==> src/hw/rtl/zpc_pkg.sv <==
`default_nettype none
package zpc_pkg;

  localparam int MAX_WIDTH   = 1024;
  localparam int MAX_HEIGHT  = 1024;
  localparam int KERNEL_SIZE = 3;
  localparam int COEF_BITS   = 8;

  localparam int PIX_W      = 8;
  localparam int DIM_W      = 11;
  localparam int KROW_W     = 24;
  localparam int DIVR_W     = 9;
  localparam int IDX_W      = 3;
  localparam int CFG_DATA_W = 24;

  localparam int COL_W  = $clog2(MAX_WIDTH);
  localparam int ROW_W  = $clog2(MAX_HEIGHT) + 1;
  localparam int OROW_W = $clog2(MAX_HEIGHT);

  localparam int PROD_W = COEF_BITS + PIX_W + 1;
  localparam int SUM_W  = PROD_W + 4;
  localparam int MAG_W  = SUM_W - 1;
  localparam int CNT_W  = $clog2(MAG_W + 1);

  localparam int LINE_W      = 2 * PIX_W;
  localparam int QUEUE_DEPTH = 2;

  localparam logic [PIX_W-1:0] PIX_MAX = '1;

  localparam logic [IDX_W-1:0] REG_WIDTH   = 3'd0;
  localparam logic [IDX_W-1:0] REG_HEIGHT  = 3'd1;
  localparam logic [IDX_W-1:0] REG_KTOP    = 3'd2;
  localparam logic [IDX_W-1:0] REG_KMID    = 3'd3;
  localparam logic [IDX_W-1:0] REG_KBOT    = 3'd4;
  localparam logic [IDX_W-1:0] REG_DIVISOR = 3'd5;

  // One queued item: the stored sample and the border situation of the
  // output it produces (if any).
  typedef struct packed {
    logic [PIX_W-1:0] pix;
    logic [COL_W-1:0] col;
    logic             emit;
    logic             top;
    logic             bottom;
    logic             left;
    logic             right;
    logic             last;
  } item_t;

  typedef enum logic [5:0] {
    S_IDLE  = 6'b000001,
    S_SHIFT = 6'b000010,
    S_MUL   = 6'b000100,
    S_SUM   = 6'b001000,
    S_DIV   = 6'b010000,
    S_OUT   = 6'b100000
  } back_state_t;

endpackage
`default_nettype wire

==> src/hw/rtl/zpc_if.sv <==
`default_nettype none
interface zpc_in_if;
  logic                    valid;
  logic                    ready;
  logic                    mode;
  logic [zpc_pkg::PIX_W-1:0] pixel;
  modport source (output valid, output mode, output pixel, input ready);
  modport sink   (input valid, input mode, input pixel, output ready);
endinterface

`default_nettype wire

==> src/hw/rtl/zpc_front.sv <==
`default_nettype none
module zpc_front (
  input  wire logic                      clk,
  input  wire logic                      rst_n,
  zpc_in_if.sink                         in_ch,
  input  wire logic                      restart,
  input  wire logic [zpc_pkg::DIM_W-1:0] eff_w,
  input  wire logic [zpc_pkg::DIM_W-1:0] eff_h,
  input  wire logic                      full,
  output      logic                      push,
  output      zpc_pkg::item_t            push_item
);

  logic [zpc_pkg::COL_W-1:0]  ic_r, oc_r;
  logic [zpc_pkg::ROW_W-1:0]  ir_r;
  logic [zpc_pkg::OROW_W-1:0] or_r;
  logic                       in_row_end, out_row_end;

  assign in_ch.ready = !full;
  assign push        = in_ch.valid && !full;

  assign in_row_end  = ({1'b0, ic_r} + zpc_pkg::DIM_W'(1)) >= eff_w;
  assign out_row_end = ({1'b0, oc_r} + zpc_pkg::DIM_W'(1)) >= eff_w;

  always_comb begin
    push_item.pix    = (!in_ch.mode && (ir_r < eff_h)) ? in_ch.pixel : '0;
    push_item.col    = ic_r;
    push_item.emit   = (ir_r >= zpc_pkg::ROW_W'(2)) ||
                       ((ir_r == zpc_pkg::ROW_W'(1)) && (ic_r != '0));
    push_item.top    = (or_r == '0);
    push_item.bottom = ({1'b0, or_r} + zpc_pkg::DIM_W'(1)) >= eff_h;
    push_item.left   = (oc_r == '0);
    push_item.right  = out_row_end;
    push_item.last   = push_item.emit && push_item.bottom && out_row_end;
  end

  always_ff @(posedge clk) begin
    if (!rst_n || restart) begin
      ic_r <= '0;
      ir_r <= '0;
      oc_r <= '0;
      or_r <= '0;
    end else if (push) begin
      if (push_item.last) begin
        ic_r <= '0;
        ir_r <= '0;
        oc_r <= '0;
        or_r <= '0;
      end else begin
        if (in_row_end) begin
          ic_r <= '0;
          ir_r <= ir_r + zpc_pkg::ROW_W'(1);
        end else begin
          ic_r <= ic_r + zpc_pkg::COL_W'(1);
        end
        if (push_item.emit) begin
          if (out_row_end) begin
            oc_r <= '0;
            or_r <= or_r + zpc_pkg::OROW_W'(1);
          end else begin
            oc_r <= oc_r + zpc_pkg::COL_W'(1);
          end
        end
      end
    end
  end

endmodule
`default_nettype wire

==> src/flat_wrapper.sv <==
// flat-port wrapper written by rule: the top's interface ports become plain ports
module zpc_front_flat 
  (clk, rst_n, restart, eff_w, eff_h, full, push, push_item, in_ch_valid, in_ch_mode, in_ch_pixel, in_ch_ready);
  zpc_in_if in_ch_i ();
  input  wire logic clk;
  input  wire logic rst_n;
  input  wire logic restart;
  input  wire logic [zpc_pkg::DIM_W-1:0] eff_w;
  input  wire logic [zpc_pkg::DIM_W-1:0] eff_h;
  input  wire logic full;
  output      logic push;
  output      zpc_pkg::item_t push_item;
  input wire logic [$bits(in_ch_i.valid)-1:0] in_ch_valid;
  input wire logic [$bits(in_ch_i.mode)-1:0] in_ch_mode;
  input wire logic [$bits(in_ch_i.pixel)-1:0] in_ch_pixel;
  output wire logic [$bits(in_ch_i.ready)-1:0] in_ch_ready;
  assign in_ch_i.valid = in_ch_valid;
  assign in_ch_i.mode = in_ch_mode;
  assign in_ch_i.pixel = in_ch_pixel;
  assign in_ch_ready = in_ch_i.ready;
  zpc_front u_core (.clk(clk), .rst_n(rst_n), .in_ch(in_ch_i), .restart(restart), .eff_w(eff_w), .eff_h(eff_h), .full(full), .push(push), .push_item(push_item));
endmodule
==> config.mk <==
export PLATFORM = sky130hd
export DESIGN_NAME = zpc_front_flat
export DESIGN_NICKNAME = d
export VERILOG_FILES = /design/src/hw/rtl/zpc_pkg.sv /design/src/hw/rtl/zpc_if.sv /design/src/hw/rtl/zpc_front.sv /design/src/flat_wrapper.sv
export SDC_FILE = /design/constraint.sdc
export NUM_CORES = 1
export LEC_CHECK = 0
export BUFFER_PORTS_ARGS = -buffer_cell sky130_fd_sc_hd__buf_2
export CORE_MARGIN = 5
export CORE_UTILIZATION = 57
export DETAILED_ROUTE_END_ITERATION = 12
export GPL_TIMING_DRIVEN = 1
export PLACE_DENSITY = 0.81
export SYNTH_ARGS = -nofsm -noshare
export SYNTH_HDL_FRONTEND = slang
export SYNTH_SLANG_ARGS = --single-unit
==> constraint.sdc <==
create_clock -name clk -period 4 [get_ports clk]
set_input_delay 0.4 -clock clk [delete_from_list [all_inputs] [get_ports clk]]
set_output_delay 0.4 -clock clk [all_outputs]
set_load 0.1 [all_outputs]
After elaboration in Yosys (flattened, before gate mapping)
Index checks and enable logic that the tools add are counted.

Flip-flop bits (word level): 41. Bits of input ports: 36. Output and inout bits: 26. Word-level logic and storage cells: 47.

$add $sub $neg: 7. $lt $le $gt $ge: 5. Equal/unequal tests: 1. Mux-type cells: 11. Reduce and logical (&&, ||, !) cells: 19.

Operators with widths (count): $mux W10 (8); $add A10 B1 Y11 const B (3); $ge A11 B11 Y1 (3); $add A10 B1 Y10 const B (3); $mux W11 (2); $logic_not A10 Y1 (2); $add A11 B1 Y11 const B (1); $eq A11 B1 Y1 const B (1); $ge A11 B2 Y1 const B (1); $lt A11 B11 Y1 (1); $reduce_bool A10 Y1 (1); $mux W8 (1); $reduce_bool A2 Y1 (3); $logic_and A1 B1 Y1 (5); $reduce_and A2 Y1 (2); $logic_not A1 Y1 (3); $reduce_and A3 Y1 (1); $logic_or A1 B1 Y1 (2).

Logic depth before layout (Yosys ltp)
Gate-level depths: netlist of run 1.

Depth after elaboration: 7. Mapped depth: 16. Gate-level depth less buffers: 14.

Worst setup path before layout of run 1
OpenSTA, ideal clock, no wires.

Path kind: flip-flop to output port. Start point: reg u_core.oc_r[2] (netlist bit). End point: out push_item[2] (netlist bit). Arrival: 3.624 ns. Data required time: 3.600 ns. Path slack: -0.024 ns. Stages on the path, launching flop included: 5. Buffers on the path: 1. Cells stage by stage: dfxtp_1 -> clkbuf_1 -> nor4_1 -> nand3b_1 -> nor4_1.

RTL lines: from (decl) (RTL line zpc_front.sv:14) `logic [zpc_pkg::COL_W-1:0] ic_r, oc_r;`; from (signal assigned) (RTL line zpc_front.sv:61) `oc_r <= oc_r + zpc_pkg::COL_W'(1);`; to (decl) (RTL line flat_wrapper.sv:12) `output zpc_pkg::item_t push_item;`.

==> impl_metrics.json, run 1 <==
{
  "grt_first_pass_wirelength_mm": 15.31,
  "clkLatencyLatePin_ps": 300,
  "fmax_mhz": 262.5,
  "ios": 62,
  "final_util_pct": 64.86,
  "startpoint_type": "flip-flop",
  "post_drt_wl_per_cell_um": 14.99,
  "final_antenna_net_count": 0,
  "vias": 3616,
  "viasPerCell": 5.889,
  "slowest_delay_ps": 440,
  "status": "complete, no violations",
  "drt_iter0_drc": 138,
  "synthToLayoutAreaGrowth_pct": 12.44,
  "routed_wl_mm": 9.203,
  "avgSynthCellArea_um2": 7.420,
  "clkTransAtPathRegs_ps": 80,
  "ys_warn_count": 0,
  "worstMarginPinSlew_ps": 846.5,
  "hold_path.class": "reg -> reg",
  "pre_cts_ws_ps": 453.4,
  "worst_slack_ps": 190.6,
  "setup_viol": 0,
  "root_buffer": "clkbuf_8",
  "setup_tns_ps": 0,
  "r2r-start": "u_core.ic_r[0]",
  "peakVddDrop_mv": 0.1861,
  "cts_tree": "yes",
  "clock_sinks": 41,
  "r2r_end": "u_core.ic_r[8]",
  "path_depth": 12,
  "cts_buffers": 5,
  "io_buffer_count": 61,
  "clock_path_buffers": 2,
  "min_from": "u_core.oc_r[9]",
  "firstDrtPassIters": 5,
  "layout_commonest_cell": "buf_2",
  "hpwl_mm": 7.085,
  "die_h_um": 89.71,
  "whs_endpoint": "u_core.oc_r[9]",
  "yosysUniqueCellTypes": 48,
  "ys_async_sr_fraction_pct": 0,
  "synthCells": 488,
  "total_power_mw": 0.8796,
  "fill_cells": 569,
  "cp_top_family": "simple AND/OR/NAND/NOR gates",
  "regToRegSetupSlack_ps": 380,
  "grt_max_degree": 32,
  "final_cell_mix": "buf_2, nand2_1, ha_1",
  "fin_nets": 625,
  "leakagePower_nw": 1.900,
  "grt_pass1_vias": 3521,
  "yosysSeqAreaShare_pct": 22.67,
  "maxCapViolations": 0,
  "crit_top_cell": "and3_1",
  "place_congestion": 0.8585,
  "syn_nets": 576,
  "drive_gt1_share_pct": 15.64,
  "drcViolationCount": 0,
  "crit_arrival_ps": 3410,
  "worstHoldPathCells": 2,
  "required_ps": 3600,
  "end_kind": "output pin",
  "cp_cell_sequence": "ha_1 -> and3_1 -> and3_1 -> and3_1 -> and3_1 -> ha_1 -> nand4_1 -> nor3_1 -> a21oi_2 -> nand2_1 -> buf_4 -> buf_2",
  "cts_hold_buffers": 0,
  "fp-row-count": 29,
  "crit_type": "reg -> out",
  "slowest_stage": "buf_2",
  "start_util_pct": 57.68,
  "grt_setup_unrepaired": "no",
  "hold_violations": 0,
  "ys.flop_type": "dfxtp_1",
  "htree_levels": 2,
  "dieArea_um2": 8047,
  "slew_viol_final": 0,
  "synth_edf_count": 0,
  "grt_overflow_total": 0,
  "fin_crit_ps": 3809,
  "antenna_found_initial": 0,
  "clock_skew_ps": 8.094,
  "core-area_um2": 6277,
  "die_w_um": 89.71,
  "n_antenna_cell": 0,
  "max_slew_margin_pct": 42.97,
  "worstRegToRegCells": 15,
  "ys_ff_latch": 41,
  "power_density_nw_per_um2": 216.0,
  "hold_slack_ps": 528.7,
  "syn_area_um2": 3621,
  "globalRouteTotalUtil_pct": 22.15,
  "critical_path_buf_inv_count": 2,
  "crit_fanout": 10,
  "fin_crit_sh_pct": 95.23
}
Yosys cell counts (3+ instances only):
cell type  instances  area (um^2)
a21boi_1           9        67.56
a21o_1             4        30.03
a21oi_1           36        180.2
a31oi_1            5        31.28
and2_1             3        18.77
and3_1            14        87.58
buf_2              9        45.04
clkbuf_1          15        56.30
dfxtp_1           41        820.8
ha_1              52        650.6
inv_1             36        135.1
nand2_1           52        195.2
nand2b_1           5        31.28
nand3_1           37        185.2
nand3b_1           5        37.54
nand4_1           14        87.58
nor2_1            36        135.1
nor2b_1            6        37.54
nor3_1            13        65.06
nor4_1             7        43.79
o21ai_0           23        115.1
or3_1              5        31.28
or4_1              6        45.04
xnor2_1           17        148.9
xor2_1            10        87.58
worst reg2reg max path, stage by stage (launching register included):
cell and delay (ps):
dfxtp_1 470, ha_1 280, nand3_1 170, inv_1 90, nand3_1 180, nor2_1 190, xor2_1 210, ha_1 270
a21oi_1 140, o21ai_0 100, a31o_2 240, or2_1 330, a31oi_2 380, buf_4 230, nand3_1 80, a21oi_1 180
registers in the layout, indices dropped and copies added (netlist names):
name	flops
u_core.ir_r	11
u_core.or_r	10
u_core.oc_r	10
u_core.ic_r	10
layer usage:
layer | wire (um) | track usage (%) | share of wire (%)
met2 | 4497 | 38.78 | 49
met1 | 4024 | 27.42 | 44
met5 | 0 | 0 | 0
met3 | 492 | 3.840 | 5.3
met4 | 188 | 6.927 | 2.0
where the power goes:
| part | total (mW) | internal (mW) | switching (mW) | leakage, nW |
|---|---|---|---|---|
| Combinational | 0.140 | 0.0376 | 0.102 | 1.52 |
| Sequential | 0.409 | 0.408 | 0.000868 | 0.330 |
| Clock | 0.331 | 0.182 | 0.149 | 0.0540 |
| Total | 0.880 | 0.627 | 0.252 | 1.90 |
kinds of logic (layout without fill, tap and decap cells):
kind of cell | count (synthesis) | in the layout | synth area share [%]
muxes | 1 | 1 | 0.2764
AOI/OAI and AO/OA | 93 | 93 | 15.51
and+or+nand+nor | 211 | 211 | 29.82
adders and majority gates | 52 | 52 | 17.97
xor gates and xnor gates | 27 | 27 | 6.531
buffers and inverters | 63 | 112 | 7.222
DFF | 41 | 41 | 22.67
per-stage QoR:
step	area, um^2	std cells
2_1_floorplan	3627	488
3_3_place_gp	3961	607
3_5_place_dp	3961	607
4_1_cts	4065	614
5_1_grt	4071	614
6_report	4071	614
what timing repair did:
| action | 4_1_cts | 5_1_grt |
|---|---|---|
| buffers inserted | 0 | 0 |
| gates resized for setup | 0 | 2 |
| setup endpoints to repair | 0 | 2 |
| endpoints found under the hold margin | 0 | 0 |
layout make-up:
class                           count  area, um^2  area share (%)
Timing Repair Buffer               68       360.3           8.851
Clock buffer                        5       68.82           1.690
Sequential cell                    41       820.8           20.16
Inverter                           37       141.4           3.473
Clock inverter                      2       35.03          0.8605
Tap cell                           77       96.34           2.366
Multi-Input combinational cell    384        2549           62.60
worst max path at each step:
stage                      to  slack, ps      startpoint
2_1_floorplan  u_core.ic_r[7]         60  u_core.ic_r[0]
3_3_place_gp   u_core.ic_r[6]        540  u_core.ic_r[0]
3_5_place_dp   u_core.ic_r[8]        450  u_core.ic_r[0]
4_1_cts          push_item[0]        160  u_core.oc_r[0]
5_1_grt          push_item[1]         10  u_core.oc_r[0]
6_report         push_item[1]        190  u_core.oc_r[0]
No activity file was read; power rests on OpenSTA's default activity.
==> run 2: changes to the inputs <==
Settings changed: REMOVE_ABC_BUFFERS set to 1.
==> run 2 against run 1 <==
Against the previous run:
- sequential power barely moved
- non-clock buffer count fell by 3
- first-iteration DRC count rose by 36%
- combinational power barely moved
- wire length fell by 3.5%
- total power fell by 6.9%
- global-route usage fell by 0.052 points
- final area fell by 1.2%
- clock skew fell by 3.5 ps
- sequential share of layout area rose by 0.24 points
- setup slack improved by 31 ps
- critical path depth rose by 1
- largest power group unchanged
- highest routed layer unchanged
==> impl_metrics.json, run 2 (synthesis gave the netlist of run 1 again) <==
{
  "leakagePower_nw": 1.874,
  "fmax_mhz": 264.6,
  "hold_violations": 0,
  "grt_setup_unrepaired": "no",
  "htree_levels": 2,
  "synthToLayoutAreaGrowth_pct": 11.13,
  "grt_pass1_vias": 3365,
  "firstDrtPassIters": 5,
  "start_util_pct": 57.68,
  "status": "complete, no violations",
  "post_drt_wl_per_cell_um": 14.52,
  "regToRegSetupSlack_ps": 340,
  "cts_hold_buffers": 0,
  "hpwl_mm": 6.923,
  "drive_gt1_share_pct": 14.95,
  "worstHoldPathCells": 2,
  "die_w_um": 89.71,
  "setup_tns_ps": 0,
  "worstRegToRegCells": 14,
  "grt_overflow_total": 0,
  "fin_nets": 622,
  "root_buffer": "clkbuf_8",
  "hold_path.class": "reg -> reg",
  "crit_type": "reg -> out",
  "pwr-share-clk_pct": 33.2,
  "worst_slack_ps": 221.1,
  "power_frac_seq_pct": 49.9,
  "min_from": "u_core.oc_r[9]",
  "clkLatencyLatePin_ps": 300,
  "drt_iter0_drc": 188,
  "io_buffer_count": 61,
  "grt_first_pass_wirelength_mm": 15.27,
  "slew_viol_final": 0,
  "fin_crit_sh_pct": 94.47,
  "comb_power_share_pct": 16.9,
  "required_ps": 3600,
  "switching_power_mw": 0.2530,
  "startpoint_type": "flip-flop",
  "clock_path_buffers": 2,
  "routed_wl_mm": 8.885,
  "globalRouteTotalUtil_pct": 22.10,
  "post_cts_buffers": 0,
  "setup_viol": 0,
  "worstMarginPinSlew_ps": 890.1,
  "ios": 62,
  "pre_cts_ws_ps": 378.6,
  "crit_arrival_ps": 3380,
  "dieArea_um2": 8047,
  "clock_sinks": 41,
  "clkTransAtPathRegs_ps": 80,
  "viasPerCell": 5.882,
  "place_congestion": 0.8824,
  "intPower_mw": 0.5662,
  "maxCapViolations": 0,
  "place_area_um2": 3933,
  "final_cell_mix": "buf_2, nand2_1, ha_1",
  "final_cells": 612,
  "core-area_um2": 6277,
  "drcViolationCount": 0,
  "max_slew_margin_pct": 40.54,
  "cts_buffers": 5,
  "total_power_mw": 0.8192,
  "postCtsResizedCells": 0,
  "fin_crit_ps": 3779,
  "cts_tree": "yes",
  "r2r_end": "u_core.ic_r[2]",
  "end_kind": "output pin",
  "dpl.cell_count": 604,
  "whs_endpoint": "u_core.oc_r[9]",
  "peakVddDrop_mv": 0.1232,
  "design_area_um2": 4024,
  "vias": 3600,
  "die_h_um": 89.71,
  "layout_commonest_cell": "buf_2",
  "switching_share_pct": 30.89,
  "n_antenna_cell": 0,
  "fp-row-count": 29,
  "clock_skew_ps": 4.581,
  "power_density_nw_per_um2": 203.6,
  "largest_reg_flops": 11,
  "final_antenna_net_count": 0,
  "antenna_found_initial": 0,
  "r2r-start": "u_core.ic_r[0]",
  "top_register": "u_core.ir_r",
  "crit_fanout": 8,
  "grt_max_degree": 22
}
run 2: cell count changes in the layout (fill, tap and decap cells not counted):
| cell | delta |
|---|---|
| nor4_2 | -1 |
| clkbuf_1 | +1 |
| bufinv_16 | -1 |
| buf_4 | -2 |
| clkinv_2 | +1 |
| buf_2 | -1 |
| nor4_1 | +1 |
run 2: layout make-up:
| cell class | count | area, um^2 |
|---|---|---|
| multi-input cells | 384 | 2542 |
| fillers | 590 | 2253 |
| flip-flops and latches | 41 | 820.8 |
| repair buffers | 65 | 340.3 |
| inverters | 37 | 141.4 |
| well taps | 77 | 96.34 |
| clock buffers | 6 | 72.57 |
| clock inverters | 2 | 10.01 |
run 2: critical path, cell delays in order, from the launching register on:
cell	delay [ps]
dfxtp_1	360
ha_1	270
and3_1	220
and3_1	210
and3_1	190
and3_1	180
ha_1	310
nand4_1	110
nor3_1	280
a21oi_2	150
nand2_1	220
nand3_4	160
inv_4	130
buf_4	290
run 2: per-stage QoR:
| step | hold slack [ps] | utilization, % |
|---|---|---|
| finish | 514.7 | 64.10 |
| global route | 552.6 | 64.10 |
| CTS | 508.6 | 63.96 |
| detailed placement | 497.8 | 62.65 |
| global placement | 490.2 | 62.65 |
| floorplan | 465.0 | - |
run 2: worst max-delay path by stage:
stage                              start        endpoint  slack (ps)  cells past startpoint
after floorplan           u_core.oc_r[0]  u_core.ir_r[1]         -80                     14
after global placement    u_core.ic_r[0]  u_core.ic_r[2]         590                     14
after detailed placement  u_core.ic_r[0]  u_core.ic_r[2]         380                     14
after CTS                 u_core.oc_r[0]    push_item[0]         140                     13
after global routing      u_core.oc_r[2]    push_item[0]          10                     13
final                     u_core.oc_r[0]    push_item[0]         220                     13
run 2: metal layers:
layer	GRT usage (%)	up-vias	share of wire, %
li1	-	1803	-
met3	3.339	8	4.6
met2	38.96	99	50
met5	0	-	0
met1	27.50	1690	44
met4	6.675	0	1.0
run 2: power groups by stage:
stage          clock network [mW]  logic, mW  registers [mW]
2_1_floorplan                   0     0.0936           0.422
3_3_place_gp                    0      0.134           0.418
3_5_place_dp                    0      0.138           0.419
4_1_cts                     0.280      0.138           0.409
5_1_grt                     0.301      0.150           0.409
6_report                    0.272      0.138           0.409
==> run 3: changes to the inputs <==
==> constraint.sdc (replaced) <==
create_clock -name clk -period 4 [get_ports clk]
set_input_delay 0.2 -clock clk [delete_from_list [all_inputs] [get_ports clk]]
set_output_delay 0.2 -clock clk [all_outputs]
set_load 0.1 [all_outputs]
==> run 3 against run 2 <==
Against the previous run:
- sequential power barely moved
- die area did not move
- first-iteration DRC count increased by 22%
- maximum frequency is 2.6% higher
- largest power group unchanged
- sequential share of layout area barely moved
- cell count unchanged
- wire length down 0.70%
- clock skew up 2.7 ps
- hold slack got worse by 130 ps
- combinational power about the same
==> impl_metrics.json, run 3 (synthesis gave the netlist of run 1 again) <==
{
  "status": "complete, no violations",
  "final_cells": 612,
  "final_cell_mix": "buf_2, nand2_1, ha_1",
  "crit_top_cell": "and3_1",
  "largest_reg_flops": 11,
  "setup_viol": 0,
  "drt_iter0_drc": 230,
  "max_slew_margin_pct": 43.25,
  "grt_first_pass_wirelength_mm": 15.46,
  "crit_arrival_ps": 3480,
  "fin_nets": 622,
  "pre_cts_ws_ps": 409.5,
  "clkLatencyLatePin_ps": 300,
  "multi_input_area_um2": 2539,
  "clock_skew_ps": 7.327,
  "crit_fanout": 8,
  "hold_violations": 0,
  "die_w_um": 89.71,
  "final_antenna_net_count": 0,
  "peakVddDrop_mv": 0.1360,
  "grt_setup_unrepaired": "yes",
  "seq_area_um2": 820.8,
  "layout_commonest_cell": "buf_2",
  "slew_viol_final": 0,
  "htree_levels": 2,
  "maxCapViolations": 0,
  "worstMarginPinSlew_ps": 849.5,
  "cts_hold_buffers": 0,
  "grt_max_degree": 32,
  "postCtsResizedCells": 0,
  "grt_pass1_vias": 3517,
  "required_ps": 3800,
  "place_congestion": 0.8932,
  "post_drt_wl_per_cell_um": 14.42,
  "slowest_delay_ps": 430,
  "ios": 62,
  "fill_cells": 582,
  "startpoint_type": "flip-flop",
  "die_h_um": 89.71,
  "hold_path.class": "in -> reg",
  "grt_overflow_total": 0,
  "start_util_pct": 57.68,
  "cp_cell_sequence": "ha_1 -> and3_1 -> and3_1 -> and3_1 -> and3_1 -> ha_1 -> nand4_1 -> nor3_1 -> a21oi_1 -> nand2_1 -> nand3_4 -> inv_4 -> buf_2",
  "antenna_found_initial": 0,
  "dieArea_um2": 8047,
  "viasPerCell": 5.810,
  "hpwl_mm": 6.928,
  "min_from": "restart",
  "clock_sinks": 41,
  "synthToLayoutAreaGrowth_pct": 10.88,
  "cts_buffers": 5,
  "slowest_stage": "buf_2",
  "vias": 3556,
  "worstSetupStartpoint": "u_core.oc_r[0]",
  "end_kind": "output pin",
  "dpl.cell_count": 604,
  "io_buffer_count": 61,
  "crit_type": "reg -> out",
  "worstRegToRegCells": 14,
  "worst_slack_ps": 315.8,
  "post_cts_buffers": 0,
  "drcViolationCount": 0,
  "clkTransAtPathRegs_ps": 80,
  "top_register": "u_core.ir_r",
  "fin_crit_ps": 3684,
  "fin_crit_sh_pct": 92.11,
  "clock_path_buffers": 2,
  "setup_tns_ps": 0,
  "power_density_nw_per_um2": 202.9,
  "cts_tree": "yes",
  "firstDrtPassIters": 5,
  "fp-row-count": 29,
  "globalRouteTotalUtil_pct": 22.08,
  "routed_wl_mm": 8.823,
  "fmax_mhz": 271.4,
  "leakagePower_nw": 1.875,
  "root_buffer": "clkbuf_8",
  "hold_slack_ps": 383.6,
  "core-area_um2": 6277,
  "total_power_mw": 0.8146,
  "r2r-start": "u_core.ic_r[0]",
  "n_antenna_cell": 0,
  "worstHoldPathCells": 4,
  "drive_gt1_share_pct": 14.77
}
run 3: routing by layer:
layer	track usage, %	up-vias	wire length, um
li1	-	1810	-
met1	27.03	1610	3810
met2	37.50	114	4303
met3	4.341	22	519
met4	9.194	0	190
met5	0	-	0
run 3: path summary, 6_finish.rpt:
path                    end  slack, ps
max            push_item[0]        320
min          u_core.or_r[3]        380
max reg2reg  u_core.ic_r[2]        320
min reg2reg  u_core.oc_r[9]        520
run 3: metrics by stage:
stage / area (um^2) / utilization, %
after CTS: 4015 / 63.96
final: 4015 / 63.96
after global placement: 3933 / 62.65
after floorplan: 3501 / -
after detailed placement: 3933 / 62.65
after global routing: 4015 / 63.96
run 3: worst max-delay path: cells and delay by family (launching register included):
family	cells	cell delay, ps
AOI/OAI and AO/OA	1	180
adders and majority gates	2	590
and+or+nand+nor	8	1500
DFF	1	350
buffers and inverters	2	560
run 3: layout make-up:
| class | count | area share [%] |
|---|---|---|
| clock buffer | 6 | 1.807 |
| clock inverter | 2 | 0.2493 |
| inverter | 37 | 3.521 |
| multi-input combinational | 384 | 63.23 |
| sequential | 41 | 20.44 |
| tap | 77 | 2.400 |
| timing repair buffer | 65 | 8.352 |
run 3: power breakdown:
group	internal, mW	leakage [nW]	switching (mW)
clock network	0.121	0.0450	0.148
logic	0.0362	1.50	0.101
registers	0.408	0.330	0.000831
total	0.565	1.88	0.249
