--- src/hw/rtl/zpc_pkg.sv ---
`default_nettype none
package zpc_pkg;

  localparam int MAX_WIDTH   = 1024;
  localparam int MAX_HEIGHT  = 1024;
  localparam int KERNEL_SIZE = 3;
  localparam int COEF_BITS   = 8;

  localparam int PIX_W      = 8;
  localparam int DIM_W      = 11;
  localparam int KROW_W     = 24;
  localparam int DIVR_W     = 9;
  localparam int IDX_W      = 3;
  localparam int CFG_DATA_W = 24;

  localparam int COL_W  = $clog2(MAX_WIDTH);
  localparam int ROW_W  = $clog2(MAX_HEIGHT) + 1;
  localparam int OROW_W = $clog2(MAX_HEIGHT);

  localparam int PROD_W = COEF_BITS + PIX_W + 1;
  localparam int SUM_W  = PROD_W + 4;
  localparam int MAG_W  = SUM_W - 1;
  localparam int CNT_W  = $clog2(MAG_W + 1);

  localparam int LINE_W      = 2 * PIX_W;
  localparam int QUEUE_DEPTH = 2;

  localparam logic [PIX_W-1:0] PIX_MAX = '1;

  localparam logic [IDX_W-1:0] REG_WIDTH   = 3'd0;
  localparam logic [IDX_W-1:0] REG_HEIGHT  = 3'd1;
  localparam logic [IDX_W-1:0] REG_KTOP    = 3'd2;
  localparam logic [IDX_W-1:0] REG_KMID    = 3'd3;
  localparam logic [IDX_W-1:0] REG_KBOT    = 3'd4;
  localparam logic [IDX_W-1:0] REG_DIVISOR = 3'd5;

  // One queued item: the stored sample and the border situation of the
  // output it produces (if any).
  typedef struct packed {
    logic [PIX_W-1:0] pix;
    logic [COL_W-1:0] col;
    logic             emit;
    logic             top;
    logic             bottom;
    logic             left;
    logic             right;
    logic             last;
  } item_t;

  typedef enum logic [5:0] {
    S_IDLE  = 6'b000001,
    S_SHIFT = 6'b000010,
    S_MUL   = 6'b000100,
    S_SUM   = 6'b001000,
    S_DIV   = 6'b010000,
    S_OUT   = 6'b100000
  } back_state_t;

endpackage
`default_nettype wire

--- src/hw/rtl/zpc_fifo.sv ---
`default_nettype none
module zpc_fifo (
  input  wire logic            clk,
  input  wire logic            rst_n,
  input  wire logic            push,
  input  wire zpc_pkg::item_t  push_item,
  output      logic            full,
  input  wire logic            pop,
  output      logic            empty,
  output      zpc_pkg::item_t  head
);

  localparam int PTR_W = (zpc_pkg::QUEUE_DEPTH > 1) ? $clog2(zpc_pkg::QUEUE_DEPTH) : 1;
  localparam int CNT_W = $clog2(zpc_pkg::QUEUE_DEPTH + 1);

  zpc_pkg::item_t   slot_r [zpc_pkg::QUEUE_DEPTH];
  logic [PTR_W-1:0] wr_ptr_r, rd_ptr_r;
  logic [CNT_W-1:0] count_r;

  function automatic logic [PTR_W-1:0] ptr_inc(input logic [PTR_W-1:0] p);
    logic [PTR_W-1:0] r;
    if (p == PTR_W'(zpc_pkg::QUEUE_DEPTH - 1)) begin
      r = '0;
    end else begin
      r = p + PTR_W'(1);
    end
    return r;
  endfunction

  assign full  = (count_r == CNT_W'(zpc_pkg::QUEUE_DEPTH));
  assign empty = (count_r == '0);
  assign head  = slot_r[rd_ptr_r];

  always_ff @(posedge clk) begin
    if (push) begin
      slot_r[wr_ptr_r] <= push_item;
    end
  end

  always_ff @(posedge clk) begin
    if (!rst_n) begin
      wr_ptr_r <= '0;
      rd_ptr_r <= '0;
      count_r  <= '0;
    end else begin
      if (push) begin
        wr_ptr_r <= ptr_inc(wr_ptr_r);
      end
      if (pop) begin
        rd_ptr_r <= ptr_inc(rd_ptr_r);
      end
      if (push && !pop) begin
        count_r <= count_r + CNT_W'(1);
      end else if (pop && !push) begin
        count_r <= count_r - CNT_W'(1);
      end
    end
  end

endmodule
`default_nettype wire

--- config.mk ---
export PLATFORM = sky130hd
export DESIGN_NAME = zpc_fifo
export DESIGN_NICKNAME = d
export VERILOG_FILES = /design/src/hw/rtl/zpc_pkg.sv /design/src/hw/rtl/zpc_fifo.sv
export SDC_FILE = /design/constraint.sdc
export NUM_CORES = 1
export LEC_CHECK = 0
export BUFFER_PORTS_ARGS = -buffer_cell sky130_fd_sc_hd__buf_2
export CAP_MARGIN = 20
export CELL_PAD_IN_SITES_DETAIL_PLACEMENT = 0
export CELL_PAD_IN_SITES_GLOBAL_PLACEMENT = 2
export CORE_MARGIN = 2
export CORE_UTILIZATION = 25
export CTS_CLUSTER_SIZE = 16
export DETAILED_ROUTE_END_ITERATION = 7
export HOLD_SLACK_MARGIN = 0.08
export PLACE_DENSITY = 0.67
export RECOVER_POWER = 25
export SLEW_MARGIN = 40
export SYNTH_ARGS = -nofsm -noshare
export SYNTH_HDL_FRONTEND = slang
export SYNTH_SLANG_ARGS = --single-unit
--- constraint.sdc ---
create_clock -name clk -period 1.89 [get_ports clk]
set_input_delay 0.189 -clock clk [delete_from_list [all_inputs] [get_ports clk]]
set_output_delay 0.189 -clock clk [all_outputs]
set_load 0.005 [all_outputs]
# Yosys cells after proc, flatten, opt, wreduce, memory -nomap -nowiden
# Memory sizes are Yosys's and may differ from the RTL's. A register that Yosys moved wholly into a read port is not among the register bits.
# Index checks and enable logic that the tools add are counted.
[word_totals]
register_bits = 4
mem_bits_rw = 48
elab_cells = 23
mem_count = 1
[mem_list]
columns = ["name", "depth", "word_bits", "rd", "rd_ports_with_merged_regs", "write_ports", "line", "source"]
rows = [
  ["slot_r", 2, 24, 1, 1, 1, "zpc_fifo.sv:16", "zpc_pkg::item_t slot_r [zpc_pkg::QUEUE_DEPTH];"],
]
[classes]
n_addsub = 4
eq_ne = 1
muxes = 8
reduce_logical = 6
[ops]
columns = ["operator", "count"]
rows = [
  ["1-bit two-way mux", 6],
  ["2-bit two-way mux", 2],
  ["1-bit adder, second input constant", 2],
  ["2-bit by 1-bit adder with 2-bit output, second input constant", 1],
  ["2-bit equality test, second input constant", 1],
  ["1-bit logical AND", 2],
  ["1-bit zero test", 2],
  ["2-bit zero test", 1],
  ["2-bit nonzero test", 1],
  ["2-bit by 1-bit subtractor with 2-bit output, second input constant", 1],
]

# Depth between registers and ports, before layout
# Gate-level depths: netlist (run 1).
[logic_depth]
depth_word = 4
ltp_mapped = 5
ltp_nobuf = 5

# Worst setup path before layout (run 1)
# No wires, ideal clock.
[synth_path]
path_type = "register to register"
from = "reg wr_ptr_r"
to = "mem slot_r[0][0] (netlist bit) (enable)"
setup_ns = 0.409
t_arrival_ns = 1.427
required_ns = 1.481
setup_slack_ns = 0.054
stages_incl_launch_ff = 2
n_path_buf = 0
period_less_slack_ns = 1.836
path_cell_list = "dfxtp_1 -> nor2b_1"
[synth_rtl]
columns = ["item", "line", "source"]
rows = [
  ["from (decl)", "zpc_fifo.sv:17", "logic [PTR_W-1:0] wr_ptr_r, rd_ptr_r;"],
  ["from (signal assigned)", "zpc_fifo.sv:47", "wr_ptr_r <= ptr_inc(wr_ptr_r);"],
  ["to (decl)", "zpc_fifo.sv:16", ""],
]
# No word-level cell before the write port.

==> results.ini, run 1 <==
[critical_path]
worstSetupEndpointType = output port
worstPathArrival_ps = 1380
cp-start-kind = register
reg2reg_from = count_r[0]
crit_fanout = 17
reg2reg_slack_ps = 810
reg2regPathDepth = 3
r2r_end = count_r[1]
worst-setup-path-type = reg -> out
critical_path_required_ps = 1700

[placed_design]
dp_slack_ps = 631
gp_congestion = 0.611
dpl-instance-area_sq_um = 2370
port_buffers = 53
dp_hpwl_mm = 2.42

[floorplan]
initial_core_util = 0.255
io_pins = 54
die_area_sq_um = 8520
coreArea_sq_um = 7650
row_count = 32
die_h_um = 92.3
die_w_um = 92.3

[run_status]
status = complete, no violations

[synthesis]
synthSimpleGateAreaFrac = 0.0289
syn_inst = 97
synth_top_family_by_area = multiplexers
syn_nets = 126
yosysWarnings = 0
synthDistinctLibCells = 17
synth.avg_cell_area_sq_um = 20.1
synth-seq-cells = 53
ys_seq_area_frac = 0.790
synth_area_sq_um = 1950
synth_compound_area_frac = 0.0103
synth_mux_area_frac = 0.139
synthAdderAreaFrac = 0.00641
synth-xor-area-share = 0.0135

[power_and_ir_drop]
clockPowerShare = 0.308
switchingPower_uw = 483
combPwrFrac = 0.121
seqPwrFrac = 0.572
p_sw_frac = 0.202
intPower_mw = 1.91
cellLeakagePower_nw = 0.985
ir_drop_uv = 411
p_per_area_nw_per_um2 = 898

[global_routing]
grt-ovfl-total = 0
grt_pass1_vias = 1189
grt_first_pass_wirelength_mm = 5.54
grt_max_degree = 18
antenna_found_initial = 0
grt_util_all_layers = 0.0856

[final_layout]
multiInputGateArea_sq_um = 388
final_util = 0.349
n_antenna_cell = 0
final_cell_area_sq_um = 2670
nets = 209
fillers = 746
seqCellArea_sq_um = 1540
drive_above_1_share = 0.442
area_growth_pct = 36.8

[worst_hold_path]
min_path_type = in -> reg
min_from = push_item[12]
min_to = slot_r[0][12]
min_path_cells = 1

[sta]
fin_tns_setup_ps = 0
fin_ws_ps = 324
tightest_slew_ps = 230
rsz0062_at_grt = no
final-hold-violation-count = 0
max_freq_ghz = 0.639
slew-limit-headroom = 0.847
worst_hold_slack_ps = 106
clock_skew_ps = 9.74
timing.final.crit_period_ps = 1570
finalCritPeriodShare = 0.829
setup_violations = 0
slew_viol_final = 0

[drt]
routed_wl_mm = 3.43
avgViaCountPerCell = 3.92
drt-wirelength-per-cell_um = 12.1
vias = 1109
drt_iter0_drc = 38
antenna_left = 0
dr.pass1.iters = 4
drc = 0

[clock_network]
numCtsBuffers = 5
htree_levels = 2
clkTransAtPathRegs_ps = 90
postCtsSetupBuffers = 0
numClockSinks = 53
cts_tree = yes
clock_latency_ps = 300
cts_resized = 0
cts_root_buf = clkbuf_8
clock_path_buffers = 2

[flow_run]
cap_violations = 0

worst max-delay path: stages (launching register included):
cell and delay (ps):
dfxtp_1 340, buf_4 240, mux2_2 370, buf_2 130
sequential cells by signal, summed over array words and instances (netlist names), named ones only:
register / cells
wr_ptr_r: 1
rd_ptr_r: 1
slot_r: 48
count_r: 2
power groups by stage:
stage | clock network [mW] | logic, mW | registers (mW)
after floorplan | 0 | 0.143 | 1.39
after global placement | 0 | 0.261 | 1.39
after detailed placement | 0 | 0.267 | 1.40
after CTS | 0.764 | 0.301 | 1.37
after global routing | 0.813 | 0.322 | 1.38
final | 0.737 | 0.290 | 1.37
cells by family after synthesis:
group,after synthesis
adders and majority gates,1
and+or+nand+nor,9
AOI/OAI and AO/OA,3
xor gates and xnor gates,3
muxes,24
buffers and inverters,4
DFF,53
through the flow:
stage / cells / power, mW
2_1_floorplan: 97 / 1.53
5_1_grt: 283 / 2.51
6_report: 283 / 2.40
3_3_place_gp: 255 / 1.65
3_5_place_dp: 255 / 1.66
4_1_cts: 283 / 2.43
metal layers:
metal,wire length [um],part of all wire,GRT usage
met5,0,0,0
met4,67,0.020,0.0373
met3,197,0.057,0.0334
met2,1830,0.53,0.158
met1,1330,0.39,0.0847
layout by cell type, fill, tap and decap left out, types with 2 or more instances in the layout:
cell,n
and2_1,3
dlygate4sd3_1,20
buf_4,6
edfxtp_1,48
clkbuf_1,13
buf_2,41
dfxtp_1,5
clkbuf_8,5
xor2_1,2
mux2_2,24
cells in the mapped netlist, drive strengths merged:
library cell / n / area (sq um)
edfxtp: 48 / 1440
mux2: 24 / 270
dfxtp: 5 / 100
and2: 4 / 25.0
buf: 3 / 20.0
nor2b: 2 / 12.5
xor2: 2 / 17.5
a21boi: 1 / 7.51
and2b: 1 / 8.76
ha: 1 / 12.5
inv: 1 / 3.75
nor2: 1 / 3.75
o21a: 1 / 7.51
o21ai: 1 / 5.00
or3: 1 / 6.26
xnor2: 1 / 8.76
how the worst max path moves through the flow:
stage                         to  slack [ps]
floorplan           slot_r[0][0]          50
global placement        head[18]         650
detailed placement      head[22]         630
CTS                     head[22]         290
global route            head[11]         230
finish                  head[22]         320
final cells by class:
class	count	share of cell area
Tap cell	102	0.0478
Timing Repair Buffer	79	0.186
Clock inverter	2	0.0145
Inverter	1	0.00141
Multi-Input combinational cell	40	0.145
Sequential cell	53	0.578
Clock buffer	6	0.0272
repair_timing:
| action | CTS | global route |
|---|---|---|
| endpoints found under the setup margin | 0 | 0 |
| hold endpoints to repair | 40 | 0 |
| hold buffers | 20 | 0 |
No activity file was read; power rests on OpenSTA's default activity.
==> run 2: changes to the inputs <==
--- a/config.mk
+++ b/config.mk
@@ -5,6 +5,7 @@
 export SDC_FILE = /design/constraint.sdc
 export NUM_CORES = 1
 export LEC_CHECK = 0
+export ABC_AREA = 1
 export BUFFER_PORTS_ARGS = -buffer_cell sky130_fd_sc_hd__buf_2
 export CAP_MARGIN = 20
 export CELL_PAD_IN_SITES_DETAIL_PLACEMENT = 0
==> constraint.sdc (replaced) <==
create_clock -name clk -period 1.4 [get_ports clk]
set_input_delay 0.14 -clock clk [delete_from_list [all_inputs] [get_ports clk]]
set_output_delay 0.14 -clock clk [all_outputs]
set_load 0.005 [all_outputs]
==> run 2 against run 1 <==
  * The run now ends with negative setup slack left
  * Non-clock buffer count up 3
  * Combinational power up 82%
  * Area after synthesis increased by 5.9%
  * Core utilization grew 2.5 points
  * Synthesized cell count increased by 13%
  * Sequential share of layout area down 6.6 points
  * Final cell count increased by 6.7%
  * Register-to-register slack worse by 450 ps
  * Critical path depth stayed put
  * Cell area up 13%
  * Clock skew fell by 5.6 ps
  * Wire length is 7.9% higher
  * Largest cell class unchanged
==> results.ini, run 2 <==
[drt]
antenna_left = 0  ; unchanged
drc = 0  ; unchanged
drt_iter0_drc = 19  ; was 38
avgViaCountPerCell = 3.91  ; was 3.92
vias = 1182  ; was 1109
dr.pass1.iters = 4  ; unchanged
drt-wirelength-per-cell_um = 12.2  ; was 12.1 um
routed_wl_mm = 3.70  ; was 3.43 mm

[sta]
slew-limit-headroom = 0.897  ; was 0.847
max_freq_ghz = 0.684
setup_violations = 24  ; was 0
timing.final.crit_period_ps = 1460
fin_ws_ps = -62.9  ; was 324 ps
finalCritPeriodShare = 1.04
tightest_slew_ps = 155  ; was 230 ps
clock_skew_ps = 4.15  ; was 9.74 ps
slew_viol_final = 0  ; unchanged
fin_tns_setup_ps = -1120  ; was 0 ps
final-hold-violation-count = 0  ; unchanged
rsz0062_at_grt = yes  ; was no

[synthesis]
syn_nets = 139  ; was 126
yosys-top-cells-area = edfxtp_1 (70%), mux2_4 (15%), dfxtp_1 (4.8%)  ; was edfxtp_1 (74%), mux2_2 (14%), dfxtp_1 (5.1%)
synth_top_area_share = 0.698  ; was 0.739
yosysWarnings = 0  ; unchanged
yosys-top-cells-count = edfxtp_1 (48), mux2_4 (20), nor2_1 (9)  ; was edfxtp_1 (48), mux2_2 (24), dfxtp_1 (5)
synth_area_sq_um = 2070  ; was 1950 sq um
synthFlopType = edfxtp_1  ; unchanged
synth-seq-cells = 53  ; unchanged
synth_edf_count = 48  ; unchanged
synth.avg_cell_area_sq_um = 18.8  ; was 20.1 sq um
synthArstFlopShare = 0  ; unchanged
ys_seq_area_frac = 0.746  ; was 0.790
synth_most_common_cell = edfxtp_1  ; unchanged
synth_area_leader_cell = edfxtp_1  ; unchanged
syn_inst = 110  ; was 97
synthDistinctLibCells = 14  ; was 17

[final_layout]
biggestRegsByFlops = slot_r (48), count_r (2)  ; unchanged
top_register = slot_r  ; unchanged
drive_above_1_share = 0.437  ; was 0.442
n_antenna_cell = 0  ; unchanged
final_util = 0.373  ; was 0.349
final_common_cell = edfxtp_1  ; unchanged
largest_reg_flops = 48  ; unchanged
seqCellArea_sq_um = 1550  ; was 1540 sq um
fillers = 772  ; was 746
nets = 225  ; was 209
area_growth_pct = 46.3  ; was 36.8%
multiInputGateArea_sq_um = 460  ; was 388 sq um
final_cell_mix = edfxtp_1 (48), mux2_4 (24), dlygate4sd3_1 (24), buf_6 (24), buf_2 (23)  ; was edfxtp_1 (48), buf_2 (41), mux2_2 (24)

[clock_network]
cts_root_buf = clkbuf_8  ; unchanged
clock_path_buffers = 2  ; unchanged
clock_latency_ps = 300  ; about the same
numClockSinks = 53  ; unchanged
clkTransAtPathRegs_ps = 90  ; about the same
postCtsSetupBuffers = 0  ; unchanged
numCtsBuffers = 5  ; unchanged
cts_tree = yes  ; unchanged
htree_levels = 2  ; unchanged

[global_routing]
grt_pass1_vias = 1108  ; was 1189
use_met3 = 0.0311  ; was 0.0334
grt_first_pass_wirelength_mm = 5.45  ; was 5.54 mm
busiest_layer = met2  ; unchanged
grt.met2_usage = 0.134  ; was 0.158
grt-ovfl-total = 0  ; unchanged
met1_usage = 0.102  ; was 0.0847
grt_max_degree = 25  ; was 18
antenna_found_initial = 0  ; unchanged
grt_util_all_layers = 0.0831  ; was 0.0856

[power_and_ir_drop]
cellLeakagePower_nw = 1.21  ; was 0.985 nW
p_per_area_nw_per_um2 = 1070  ; was 898 nW/um^2
ir_drop_uv = 382  ; was 411 uV

[floorplan]
die_h_um = 94.9  ; was 92.3 um
coreArea_sq_um = 8090  ; was 7650 sq um
die_w_um = 94.9  ; was 92.3 um
row_count = 33  ; was 32
io_pins = 54  ; unchanged
initial_core_util = 0.255  ; about the same
die_area_sq_um = 9010  ; was 8520 sq um

[critical_path]
cp_num_buf_inv = 2  ; unchanged
worst-setup-path-type = reg -> out  ; unchanged
reg2reg_from = wr_ptr_r  ; was count_r[0]
critical_path_required_ps = 1260  ; was 1700 ps
crit_fanout = 12  ; was 17
cp-start-kind = register  ; unchanged
crit_chain = buf_16, mux2_4, buf_6  ; was buf_4, mux2_2, buf_2
critical_path.top_delay_family = flip-flops  ; was buffers and inverters
worstSetupEndpointType = output port  ; unchanged
cpPeakStageDelay_ps = 420  ; was 370 ps
cpMaxStageDelayCell = dfxtp_4  ; was mux2_2
worstPathArrival_ps = 1320  ; was 1380 ps

[placed_design]
gp_congestion = 0.591  ; was 0.611
dp_hpwl_mm = 2.20  ; was 2.42 mm
port_buffers = 53  ; unchanged

[run_status]
violations = negative setup slack
status = complete, but fails checks  ; was complete, no violations

[flow_run]
cap_violations = 0  ; unchanged

[worst_hold_path]
min_path_type = in -> reg  ; unchanged
min_from = rst_n  ; was push_item[12]

[run 2: changes by cell type in the layout (fill, tap and decap cells not counted), moves of 4 or more]
cell and change:
dlygate4sd3_1 +4, inv_1 +7, buf_4 -6, buf_2 -18, mux2_2 -24, buf_6 +24
clkbuf_1 -7, nor2_1 +7, mux2_4 +24, nand2_1 +8
[run 2: worst min-delay path, cell delays in order]
cell and delay [ps]:
buf_2 130, nand2_1 60, nor2_1 30
[run 2: cell type report]
type / count / area share
Sequential cell: 53 / 0.511
Timing Repair Buffer: 82 / 0.252
Multi-Input combinational cell: 46 / 0.152
Tap cell: 105 / 0.0435
Clock buffer: 5 / 0.0228
Inverter: 8 / 0.00994
Clock inverter: 3 / 0.00828
[run 2: path summary, 6_finish.rpt]
path / endpoint / slack, ps / cells past startpoint
worst min-delay path: wr_ptr_r / 100 / 3
worst min register to register: rd_ptr_r / 520 / 2
worst max register to register: slot_r[1][15] / 360 / 3
worst max-delay path: head[7] / -60 / 3
[run 2: report_power, final]
part	switching, mW	total, mW	leakage, nW	internal (mW)
clock	0.503	0.865	0.0447	0.362
combinational	0.191	0.529	0.668	0.338
sequential	0.0310	1.85	0.493	1.82
total	0.725	3.24	1.21	2.52
[run 2: cells by family (layout without fill, tap and decap cells)]
logic type / Yosys count / after routing / synth area share
flip-flops: 53 / 53 / 0.746
buffers and inverters: 11 / 98 / 0.0394
multiplexers: 24 / 24 / 0.167
AND/OR/NAND/NOR: 19 / 19 / 0.0363
adder cells (fa/ha/maj): 1 / 1 / 0.00606
AO/OA/AOI/OAI: 2 / 2 / 0.00484
[run 2: routing by layer]
layer  vias to the layer above  share of wire
li1                        572              -
met1                       565           0.44
met2                        41           0.48
met3                         4          0.071
met4                         0         0.0097
met5                         -              0
[run 2: timing repair]
item | in CTS | in global routing
gates resized for setup | 23 | 8
hold endpoints to repair | 48 | 0
hold buffers | 24 | 0
gates cloned | 1 | 1
setup endpoints to repair | 24 | 24
[run 2: metrics by stage]
step                      hold slack [ps]  power (mW)  worst slack (ps)  area (sq um)  cells
after floorplan                       239        2.10              34.6          2070    110
after global placement                327        2.25               223          2470    268
after detailed placement              331        2.25               208          2470    268
after CTS                            85.1        3.28             -99.4          2960    301
after global routing                 90.1        3.44              -125          3020    302
final                                95.2        3.24             -62.9          3020    302
==> run 3: changes to the inputs <==
--- a/config.mk
+++ b/config.mk
@@ -12,10 +12,11 @@
 export CELL_PAD_IN_SITES_GLOBAL_PLACEMENT = 2
 export CORE_MARGIN = 2
 export CORE_UTILIZATION = 25
+export CTS_CLUSTER_DIAMETER = 60
 export CTS_CLUSTER_SIZE = 16
 export DETAILED_ROUTE_END_ITERATION = 7
 export HOLD_SLACK_MARGIN = 0.08
-export PLACE_DENSITY = 0.67
+export PLACE_DENSITY = 0.6
 export RECOVER_POWER = 25
 export SLEW_MARGIN = 40
 export SYNTH_ARGS = -nofsm -noshare
==> run 3 against run 2 <==
  * The run still ends with negative setup slack left
  * First-iteration DRC count rose by 89%
  * Count of clock-buffer cells in the layout is 2 higher
  * Global-route usage is essentially flat
  * Power is 2.3% lower
  * Wire length grew 0.19%
  * Sequential power hardly changed
  * Cell area down 1.4%
  * Critical endpoint is now head[0]
  * Highest routed layer unchanged
==> results.ini, run 3 (synthesis gave the netlist of run 2 again) <==
[drt]
drt-wirelength-per-cell_um = 12.1  ; was 12.2 um
antenna_left = 0  ; unchanged
vias = 1177  ; was 1182
avgViaCountPerCell = 3.85  ; was 3.91
drt_iter0_drc = 36  ; was 19
drc = 0  ; unchanged
dr.pass1.iters = 4  ; unchanged
routed_wl_mm = 3.71  ; was 3.70 mm

[placed_design]
port_buffers = 53  ; unchanged
dp_hpwl_mm = 2.62  ; was 2.20 mm
gp_congestion = 0.667  ; was 0.591
dp_slack_ps = 190  ; was 208 ps
dpl-instance-area_sq_um = 2470  ; about the same
placedCellCount = 271  ; was 268

[final_layout]
n_antenna_cell = 0  ; unchanged
final_cell_mix = edfxtp_1 (48), dlygate4sd3_1 (24), buf_2 (24)  ; was edfxtp_1 (48), mux2_4 (24), dlygate4sd3_1 (24), buf_6 (24), buf_2 (23)
final_cell_area_sq_um = 2980  ; was 3020 sq um
final_cells = 306  ; was 302
multiInputGateArea_sq_um = 457  ; was 460 sq um
biggestRegsByFlops = slot_r (48), count_r (2)  ; unchanged
seqCellArea_sq_um = 1550  ; unchanged
fillers = 793  ; was 772
final_util = 0.368  ; was 0.373
top_register = slot_r  ; unchanged
final_common_cell = edfxtp_1  ; unchanged
area_growth_pct = 44.2  ; was 46.3%
drive_above_1_share = 0.428  ; was 0.437
largest_reg_flops = 48  ; unchanged
nets = 229  ; was 225

[power_and_ir_drop]
seqPwrFrac = 0.585  ; was 0.570
cellLeakagePower_nw = 1.19  ; was 1.21 nW
clockPowerShare = 0.255  ; was 0.267
switchingPower_uw = 673  ; was 725 uW
p_per_area_nw_per_um2 = 1060  ; was 1070 nW/um^2
p_sw_frac = 0.212  ; was 0.223
intPower_mw = 2.50  ; was 2.52 mW
combPwrFrac = 0.160  ; was 0.163
power.total_mw = 3.17  ; was 3.24 mW
ir_drop_uv = 367  ; was 382 uV

[clock_network]
clock_latency_ps = 290  ; was 300 ps
clkTransAtPathRegs_ps = 90  ; about the same
cts_root_buf = clkbuf_8  ; unchanged
clock_path_buffers = 2  ; unchanged
htree_levels = 2  ; unchanged
numClockSinks = 53  ; unchanged
cts_tree = yes  ; unchanged
numCtsBuffers = 5  ; unchanged

[floorplan]
initial_core_util = 0.255  ; unchanged
die_h_um = 94.9  ; unchanged
die_area_sq_um = 9010  ; unchanged
row_count = 33  ; unchanged
die_w_um = 94.9  ; unchanged
io_pins = 54  ; unchanged
coreArea_sq_um = 8090  ; unchanged

[flow_run]
cap_violations = 0  ; unchanged

[sta]
final-hold-violation-count = 0  ; unchanged
slew_viol_final = 0  ; unchanged
rsz0062_at_grt = yes  ; unchanged
fin_ws_ps = -55.8  ; was -62.9 ps
timing.final.crit_period_ps = 1460  ; about the same
max_freq_ghz = 0.687  ; was 0.684 GHz
tightest_slew_ps = 178  ; was 155 ps
finalCritPeriodShare = 1.04  ; about the same
worst_hold_slack_ps = 105  ; was 95.2 ps
setup_violations = 23  ; was 24
slew-limit-headroom = 0.881  ; was 0.897
fin_tns_setup_ps = -865  ; was -1120 ps
clock_skew_ps = 5.75  ; was 4.15 ps

[global_routing]
grt_max_degree = 19  ; was 25
grt_util_all_layers = 0.0829  ; was 0.0831
antenna_found_initial = 0  ; unchanged
grt_pass1_vias = 1199  ; was 1108
grt_first_pass_wirelength_mm = 5.62  ; was 5.45 mm
grt-ovfl-total = 0  ; unchanged

[critical_path]
worst-setup-path-type = reg -> out  ; unchanged
r2r_end = slot_r[1][22]  ; was slot_r[1][15]
reg2reg_from = wr_ptr_r  ; unchanged
crit_fanout = 9  ; was 12
reg2reg_slack_ps = 360  ; about the same
worstSetupEndpointType = output port  ; unchanged
critical_path_required_ps = 1260  ; about the same
reg2regPathDepth = 3  ; unchanged
cp-start-kind = register  ; unchanged
worstPathArrival_ps = 1320  ; about the same

[worst_hold_path]
min_path_type = in -> reg  ; unchanged
min_path_cells = 3  ; unchanged
min_to = wr_ptr_r  ; unchanged
min_from = rst_n  ; unchanged

[run_status]
status = complete, but fails checks  ; unchanged
violations = negative setup slack  ; unchanged

[run 3: timing repair]
item,4_1_cts,5_1_grt
setup buffers,1,0
hold endpoints to repair,48,0
hold buffers,24,0
endpoints found under the setup margin,20,23
resized for setup,18,8
cloned,0,2
[run 3: final cells by class]
class | instances | area share
sequential | 53 | 0.519
tap | 105 | 0.0441
multi-input combinational | 46 | 0.153
inverter | 8 | 0.0101
clock buffer | 7 | 0.0256
timing repair buffer | 86 | 0.246
clock inverter | 1 | 0.00252
[run 3: worst max path at each step]
stage	to	cells past startpoint	slack [ps]
6_report	head[0]	3	-60
5_1_grt	head[0]	3	-110
4_1_cts	head[0]	3	-80
3_5_place_dp	head[12]	3	190
3_3_place_gp	head[12]	3	220
2_1_floorplan	slot_r[0][0]	1	30
[run 3: routing by layer]
metal,vias to the layer above,GRT usage,share of wire
li1,578,-,-
met1,555,0.0996,0.44
met2,38,0.141,0.49
met3,6,0.0271,0.060
met4,0,0.0254,0.011
met5,-,0,0
[run 3: worst max-delay path, cell delays in order, from the launching register on]
cell and delay, ps:
dfxtp_4 430, buf_12 160, mux2_4 310, buf_6 120
[run 3: power groups by stage]
| stage | combinational [mW] | sequential, mW | clock [mW] |
|---|---|---|---|
| 5_1_grt | 0.553 | 1.86 | 0.910 |
| 6_report | 0.507 | 1.85 | 0.809 |
| 3_3_place_gp | 0.360 | 1.89 | 0 |
| 3_5_place_dp | 0.369 | 1.89 | 0 |
| 2_1_floorplan | 0.222 | 1.88 | 0 |
| 4_1_cts | 0.485 | 1.85 | 0.855 |
